==> config.mk <==
export PLATFORM = sky130hd
export DESIGN_NAME = dtcc_front
export DESIGN_NICKNAME = d
export VERILOG_FILES = /design/src/rtl/core/dtcc_pkg.sv /design/src/rtl/core/dtcc_front.sv
export SDC_FILE = /design/constraint.sdc
export NUM_CORES = 1
export LEC_CHECK = 0
export BUFFER_PORTS_ARGS = -buffer_cell sky130_fd_sc_hd__buf_2
export CAP_MARGIN = 15
export CORE_MARGIN = 2
export CORE_UTILIZATION = 30
export DETAILED_ROUTE_END_ITERATION = 6
export PLACE_DENSITY = 0.53
export SYNTH_ARGS = -nofsm -noshare
export SYNTH_HDL_FRONTEND = slang
export SYNTH_SLANG_ARGS = --single-unit
==> constraint.sdc <==
create_clock -name i_clk -period 16.4 [get_ports i_clk]
set_input_delay 2.46 -clock i_clk [delete_from_list [all_inputs] [get_ports i_clk]]
set_output_delay 2.46 -clock i_clk [all_outputs]
set_load 0.05 [all_outputs]
==> src/rtl/core/dtcc_pkg.sv <==
// Shared types and constants of the delay-target window controller.
package dtcc_pkg;

    localparam int RTT_W   = 24;
    localparam int SEQ_W   = 32;
    localparam int SEG_W   = 16;
    localparam int ALPHA_W = 12;
    localparam int TGT_W   = 36;
    localparam int CNT_W   = 8;
    localparam int DIV_W   = 64;
    localparam int DEN_W   = 36;
    localparam int STEP_W  = 7;

    // Item kinds decided at the front.
    localparam logic [1:0] KIND_SKIP   = 2'd0;
    localparam logic [1:0] KIND_SAMPLE = 2'd1;
    localparam logic [1:0] KIND_ACK    = 2'd2;

    // Result action codes.
    localparam logic [1:0] ACT_NONE   = 2'd0;
    localparam logic [1:0] ACT_SLOW   = 2'd1;
    localparam logic [1:0] ACT_RECOMP = 2'd2;
    localparam logic [1:0] ACT_FEW    = 2'd3;

    // Configuration register indexes.
    localparam logic [7:0] CFG_ALPHA = 8'd0;
    localparam logic [7:0] CFG_SEG   = 8'd1;

    // Divider step counts for each kind of division.
    localparam logic [STEP_W-1:0] STEPS_32 = 7'd32;
    localparam logic [STEP_W-1:0] STEPS_64 = 7'd64;

    typedef struct packed {
        logic [1:0]       kind;
        logic [RTT_W-1:0] rtt_sample_us;
        logic [15:0]      acked_segments;
        logic [SEQ_W-1:0] acked_seq;
        logic [SEQ_W-1:0] next_send_seq;
        logic [RTT_W-1:0] latest_rtt_us;
        logic [SEQ_W-1:0] inflight_bytes;
        logic [SEQ_W-1:0] window_bytes;
        logic [SEQ_W-1:0] threshold_bytes;
    } t_item;

endpackage

==> src/rtl/core/dtcc_front.sv <==
// Input side: takes beats, tags their kind and holds them in a short queue.
module dtcc_front
    import dtcc_pkg::*;
#(
    parameter int DEPTH = 2
)
(
    input  logic             i_clk,
    input  logic             i_rst_n,
    input  logic             i_valid,
    output logic             o_ready,
    input  logic             i_command,
    input  logic [223:0]     i_data,
    output logic             o_q_valid,
    input  logic             i_q_pop,
    output t_item            o_q_item
);

    localparam int PTR_W = (DEPTH > 1) ? $clog2(DEPTH) : 1;
    localparam int CNT_Q = $clog2(DEPTH + 1);

    t_item            r_mem [DEPTH];
    logic [PTR_W-1:0] r_wr;
    logic [PTR_W-1:0] r_rd;
    logic [CNT_Q-1:0] r_cnt;
    t_item            n_item;
    logic             n_push;
    logic             n_pop;

    always_comb begin
        n_item.rtt_sample_us   = i_data[23:0];
        n_item.acked_segments  = i_data[39:24];
        n_item.acked_seq       = i_data[71:40];
        n_item.next_send_seq   = i_data[103:72];
        n_item.latest_rtt_us   = i_data[127:104];
        n_item.inflight_bytes  = i_data[159:128];
        n_item.window_bytes    = i_data[191:160];
        n_item.threshold_bytes = i_data[223:192];
        if (i_command)
            n_item.kind = KIND_ACK;
        else if (i_data[23:0] != '0)
            n_item.kind = KIND_SAMPLE;
        else
            n_item.kind = KIND_SKIP;
    end

    assign o_ready   = (r_cnt != CNT_Q'(DEPTH));
    assign o_q_valid = (r_cnt != '0);
    assign n_push    = i_valid && o_ready;
    assign n_pop     = i_q_pop && o_q_valid;
    assign o_q_item  = r_mem[r_rd];

    always_ff @(posedge i_clk) begin
        if (!i_rst_n) begin
            r_wr  <= '0;
            r_rd  <= '0;
            r_cnt <= '0;
        end else begin
            if (n_push)
                r_wr <= (r_wr == PTR_W'(DEPTH - 1)) ? '0 : r_wr + 1'b1;
            if (n_pop)
                r_rd <= (r_rd == PTR_W'(DEPTH - 1)) ? '0 : r_rd + 1'b1;
            if (n_push && !n_pop)
                r_cnt <= r_cnt + 1'b1;
            else if (n_pop && !n_push)
                r_cnt <= r_cnt - 1'b1;
        end
    end

    always_ff @(posedge i_clk) begin
        if (n_push)
            r_mem[r_wr] <= n_item;
    end

endmodule

==> results of run 1 <==
how the worst min path moves through the flow:
stage / to / depth (start not counted) / startpoint / slack (ps)
4_1_cts: r_rd / 2 / r_rd / 510
3_3_place_gp: r_rd / 2 / r_rd / 490
6_report: flip-flop / 2 / r_rd / 500
2_1_floorplan: flip-flop / 2 / r_rd / 470
5_1_grt: r_rd / 2 / r_rd / 550
3_5_place_dp: r_rd / 2 / r_rd / 490
layer usage:
layer	GRT usage	part of all wire	vias to the layer above
met1	0.151	0.41	4214
li1	-	-	3928
met3	0.0480	0.086	56
met2	0.198	0.48	306
met5	0	0.0011	-
met4	0.0377	0.020	8
logic make-up after synthesis:
family                     count (synthesis)  share of synthesized area
adders and majority gates                  1                   0.000729
and+or+nand+nor                           16                    0.00562
DFF                                      457                      0.797
xor gates and xnor gates                   3                    0.00153
muxes                                    226                      0.179
buffers and inverters                     27                     0.0139
AOI/OAI and AO/OA                          6                    0.00212
cell usage after synthesis:
master      n  area, µm²
a21bo_2     1       10.0
a21oi_1     2       10.0
a31oi_1     1       6.26
and2_1      1       6.26
and3_1      1       6.26
and4_1      1       8.76
buf_2       8       40.0
buf_6      17        191
dfxtp_1     5        100
edfxtp_1  452      13600
ha_1        1       12.5
inv_1       2       7.51
mux2_2     86        968
mux2_4    140       2100
nand2b_1    1       6.26
nand3b_1    1       7.51
nor2_1      3       11.3
nor4_1      6       37.5
o21ai_0     2       10.0
or2_2       1       6.26
or3_1       1       6.26
xor2_1      3       26.3
layout make-up:
type	instances	area, µm²	share of cell area
diodes	4	10.0	0.000462
clock buffers	62	1280	0.0593
multi-input cells	252	3250	0.150
flip-flops and latches	457	13700	0.631
inverters	2	15.0	0.000692
repair buffers	463	2350	0.108
well taps	756	946	0.0436
clock inverters	23	159	0.00733
state kept, by name, summed over array words and instances (netlist names), named ones only:
name and flops:
r_cnt 2, r_mem 452, r_rd 1, r_wr 1
stage by stage:
step                area, µm²  cells
floorplan               17200    736
global placement        20200   1930
detailed placement      20200   1930
CTS                     21700   2015
global route            21700   2016
finish                  21700   2019
power breakdown:
group	internal (mW)	switching [mW]
clock network	0.581	0.423
logic	0.407	0.964
registers	1.46	0.0483
critical path, cell delays in order, from the launching register on:
cell and delay [ps]:
dfxtp_4 780, buf_4 830, mux2_2 420, buf_2 210
==> flow_summary.json, run 1 <==
{
  "postcts_resize_cnt": 0,
  "status": "finished clean",
  "first_pass_grt_wire_length_um": 54900,
  "start_util": 0.304,
  "cellPowerDensity_nw_per_um2": 179,
  "timing.slew.headroom": 0.264,
  "floorplan.rows": 87,
  "clock_insertion_delay_worst_skew_ps": 560,
  "path_max_fanout": 54,
  "number_of_hold_buffers_added_after_cts": 0,
  "total_power_mw": 3.88,
  "post_route_cells_drive_above_1_share": 0.603,
  "drc_errors": 0,
  "yosys.cell_types.count": 22,
  "ctsRootBufferMaster": "clkbuf_16",
  "r2r.worst_path.cells": 4,
  "final_core_utilization": 0.384,
  "initialDrtViolationCount": 340,
  "worst_setup_path_endpoint": "o_q_item[205]",
  "holdCritPathClass": "flip-flop to flip-flop",
  "hpwlAfterDp_um": 25300,
  "grt_use_total": 0.122,
  "worstPathRequired_ps": 13940,
  "number_of_global_route_vias_before_repair": 8887,
  "cp-start-kind": "flip-flop",
  "placeableCoreArea_um2": 56500,
  "finalSetupViolations": 0,
  "crit-reg2reg-capture": "r_mem[1][198]",
  "synth-seq-cells": 457,
  "maxClockFrequency_mhz": 186,
  "cts_buffer_depth": 3,
  "h-tree-depth": 2,
  "routed-via-count": 8512,
  "globalplace.congestion": 0.709,
  "finalHoldViolCount": 0,
  "slew_violations": 0,
  "filler_cell_count": 5255,
  "postRouteAntennaNets": 0,
  "synthCells": 736,
  "num_io_pins": 457,
  "holdWs_ps": 505,
  "reg2reg_setup_slack_ps": 12950,
  "die_width_um": 243,
  "drtPass1Iterations": 4,
  "leakagePower_nw": 8.20,
  "detailedPlace.worstSlack_ps": 10970,
  "cap_viol_max_count": 0,
  "cts_tree": "done",
  "final_critical_path_required_period_ps": 5370,
  "grt_antenna_before_repair": 8,
  "most_frequent_standard_cell_in_the_layout_excluding_fill_and_tap_cells": "buf_2",
  "vias_per_cell": 4.22,
  "layout-area-overhead-vs-synth_pct": 26.4,
  "dieHeight_um": 243,
  "overflow": 0,
  "crit_arrival_ps": 2910,
  "finalWorstSetupSlack_ps": 11030,
  "nNetsFinal": 1454,
  "rsz_0062_raised_after_global_routing": "false",
  "synth.yosys.seq_area_share": 0.797,
  "postRouteWirelength_um": 37700,
  "skew_ps": 13.6,
  "power.ir.vdd_worst_mv": 0.138,
  "routedWlPerCell_um": 18.6,
  "path_class": "flip-flop to output pin",
  "cts_setup_buffers": 0,
  "synth.yosys.warnings": 0,
  "die-area_um2": 59100,
  "grt_max_degree": 128,
  "syn_area_um2": 17200,
  "worst_slew_pin_tran_ps": 1100,
  "regToRegStartpoint": "r_cnt[0]",
  "final.setup.tns_ps": 0,
  "cts_inserted_buffers": 48,
  "mean_area_per_synthesized_cell_um2": 23.3,
  "min_period_over_period": 0.327,
  "synthesis.nets": 966,
  "end_kind": "output pin",
  "io_buffer_count": 456,
  "commonest_cells_after_routing_fill_and_taps_aside": "456 x buf_2, 452 x edfxtp_1, 140 x mux2_4, 86 x mux2_2, 49 x clkbuf_16",
  "clk_transition_reported_paths_ps": 60,
  "cts.sink_count": 457
}
Power figures use the tool's default switching activity.
==> run 2, diff against run 1 <==
Settings changed: PLACE_DENSITY 0.53 to 0.55.
Clock period 16.4 ns to 4.4 ns, I/O delays scaled along.
==> run 2 against run 1 <==
Net effect: sequential cell count is the same; critical path type unchanged; hold slack lost 210 ps; global-route usage grew 0.079 points; worst setup slack lost 9700 ps; utilization grew 0.35 points; clock-buffer cell count shrank 4; register-to-register slack lost 11000 ps; sequential power grew to 3.7 times the previous value; combinational power grew to 3.8 times the previous value; clock power grew to 3.7 times the previous value; cell count grew 0.89%; highest routed layer unchanged.
==> flow_summary.json, run 2 (synthesis gave the netlist of run 1 again) <==
{
  "grt_max_degree": 59,
  "start_util": 0.304,
  "path_depth": 3,
  "regToRegStartpoint": "r_cnt[0]",
  "postcts_resize_cnt": 0,
  "number_of_hold_buffers_added_after_cts": 0,
  "path_max_fanout": 51,
  "groute.layer.met2.usage": 0.206,
  "floorplan.rows": 87,
  "globalplace.congestion": 0.769,
  "rsz_0062_raised_after_global_routing": "false",
  "die-area_um2": 59100,
  "first_pass_grt_wire_length_um": 55400,
  "dieHeight_um": 243,
  "gr-usage-met3": 0.0484,
  "timing.hold.worst_path_depth": 1,
  "number_of_global_route_vias_before_repair": 8987,
  "min_period_over_period": 0.707,
  "cts_tree": "done",
  "power.ir.vdd_worst_mv": 0.431,
  "nNetsFinal": 1476,
  "top_regs": "r_mem (452), r_cnt (2)",
  "cp-start-kind": "flip-flop",
  "post_route_cells_drive_above_1_share": 0.608,
  "num_io_pins": 457,
  "detailedPlace.worstSlack_ps": 1770,
  "holdCritPathClass": "primary input to flip-flop",
  "cts_setup_buffers": 0,
  "layout-area-overhead-vs-synth_pct": 27.6,
  "final_core_utilization": 0.387,
  "grt_busiest_layer": "met2",
  "postRouteAntennaNets": 0,
  "vias_per_cell": 4.22,
  "finalSetupViolations": 0,
  "leakagePower_nw": 8.30,
  "routed-via-count": 8603,
  "grt_use_total": 0.123,
  "clk_transition_reported_paths_ps": 60,
  "drc_errors": 0,
  "die_width_um": 243,
  "grt_antenna_before_repair": 5,
  "worstPathRequired_ps": 3740,
  "clock_insertion_delay_worst_skew_ps": 550,
  "cellPowerDensity_nw_per_um2": 661,
  "path_class": "flip-flop to output pin",
  "finish.instance_area_um2": 21900,
  "slew_violations": 0,
  "finalHoldViolCount": 0,
  "critical_path.top_delay_family": "flip-flops",
  "overflow": 0,
  "total_power_mw": 14.5,
  "h-tree-depth": 2,
  "hold_start": "i_data[210]",
  "largest_register_ffs": 452,
  "finalWorstSetupSlack_ps": 1290,
  "cts.sink_count": 457,
  "timing.slew.headroom": 0.375,
  "placeableCoreArea_um2": 56500,
  "chain_of_cells_forming_the_critical_path": "buf_12 -> mux2_2 -> buf_2",
  "met1_usage": 0.148,
  "crit_arrival_ps": 2450,
  "r2r.worst_path.cells": 4,
  "detailed_place.area_um2": 20500,
  "critical-path-max-stage-delay_ps": 780,
  "io_buffer_count": 456,
  "routedWlPerCell_um": 18.6,
  "hpwlAfterDp_um": 26300,
  "cts_buffer_depth": 3,
  "postRouteWirelength_um": 37800,
  "most_frequent_standard_cell_in_the_layout_excluding_fill_and_tap_cells": "buf_2",
  "initialDrtViolationCount": 401,
  "commonest_cells_after_routing_fill_and_taps_aside": "456 x buf_2, 452 x edfxtp_1, 140 x mux2_4, 86 x mux2_2, 49 x clkbuf_16",
  "ctsRootBufferMaster": "clkbuf_16",
  "maxClockFrequency_mhz": 321,
  "max_flop_register": "r_mem",
  "cap_viol_max_count": 0,
  "worstPathBufferInverterCount": 2,
  "critical-path-slowest-cell": "dfxtp_4",
  "worst_slew_pin_tran_ps": 936,
  "skew_ps": 10.2,
  "end_kind": "output pin",
  "cts_inserted_buffers": 48,
  "final_critical_path_required_period_ps": 3110,
  "drtPass1Iterations": 4,
  "status": "finished clean"
}
==> run 2: cell types whose count changed in the layout (fill, tap and decap cells not counted), sizes merged <==
cell | before | now
buf | 463 | 485
clkinvlp | 0 | 2
inv | 3 | 2
diode | 4 | 2
clkbuf | 62 | 58
bufinv | 2 | 1
clkinv | 20 | 22
==> run 2: through the flow <==
stage	std cells	setup TNS, ps	hold slack [ps]
after floorplan	736	-36360	472
final	2037	0	291
after CTS	2035	0	235
after global routing	2036	0	245
after detailed placement	1952	0	493
after global placement	1952	0	488
==> run 2: metal layers <==
layer / vias to the layer above / part of all wire
met3: 57 / 0.085
met2: 311 / 0.49
met5: - / 0.00056
met1: 4254 / 0.41
li1: 3977 / -
met4: 4 / 0.019
==> run 2: worst reg2reg max path, stage by stage, from the launching register on <==
cell and delay (ps):
dfxtp_1 360, nand2b_4 180, nand3b_1 150, clkinvlp_4 760, buf_4 570
==> run 2: worst paths after layout <==
check,to,slack [ps]
setup / recovery,o_q_item[2],1290
hold / removal,r_mem[0][18],290
setup reg to reg,r_mem[0][51],2080
hold reg to reg,flip-flop,500
==> run 2: final cells by class <==
cell class	instances	area, µm²
inverter	2	11.3
clock buffer	58	1260
fill	5176	34600
multi-input combinational	252	3250
antenna	2	5.00
clock inverter	25	143
sequential	457	13700
tap	756	946
timing repair buffer	485	2590
==> run 2: report_power, final <==
group / internal [mW] / switching (mW) / total, mW
clock network: 2.08 / 1.57 / 3.65
logic: 1.58 / 3.60 / 5.19
registers: 5.43 / 0.186 / 5.62
total: 9.10 / 5.36 / 14.5
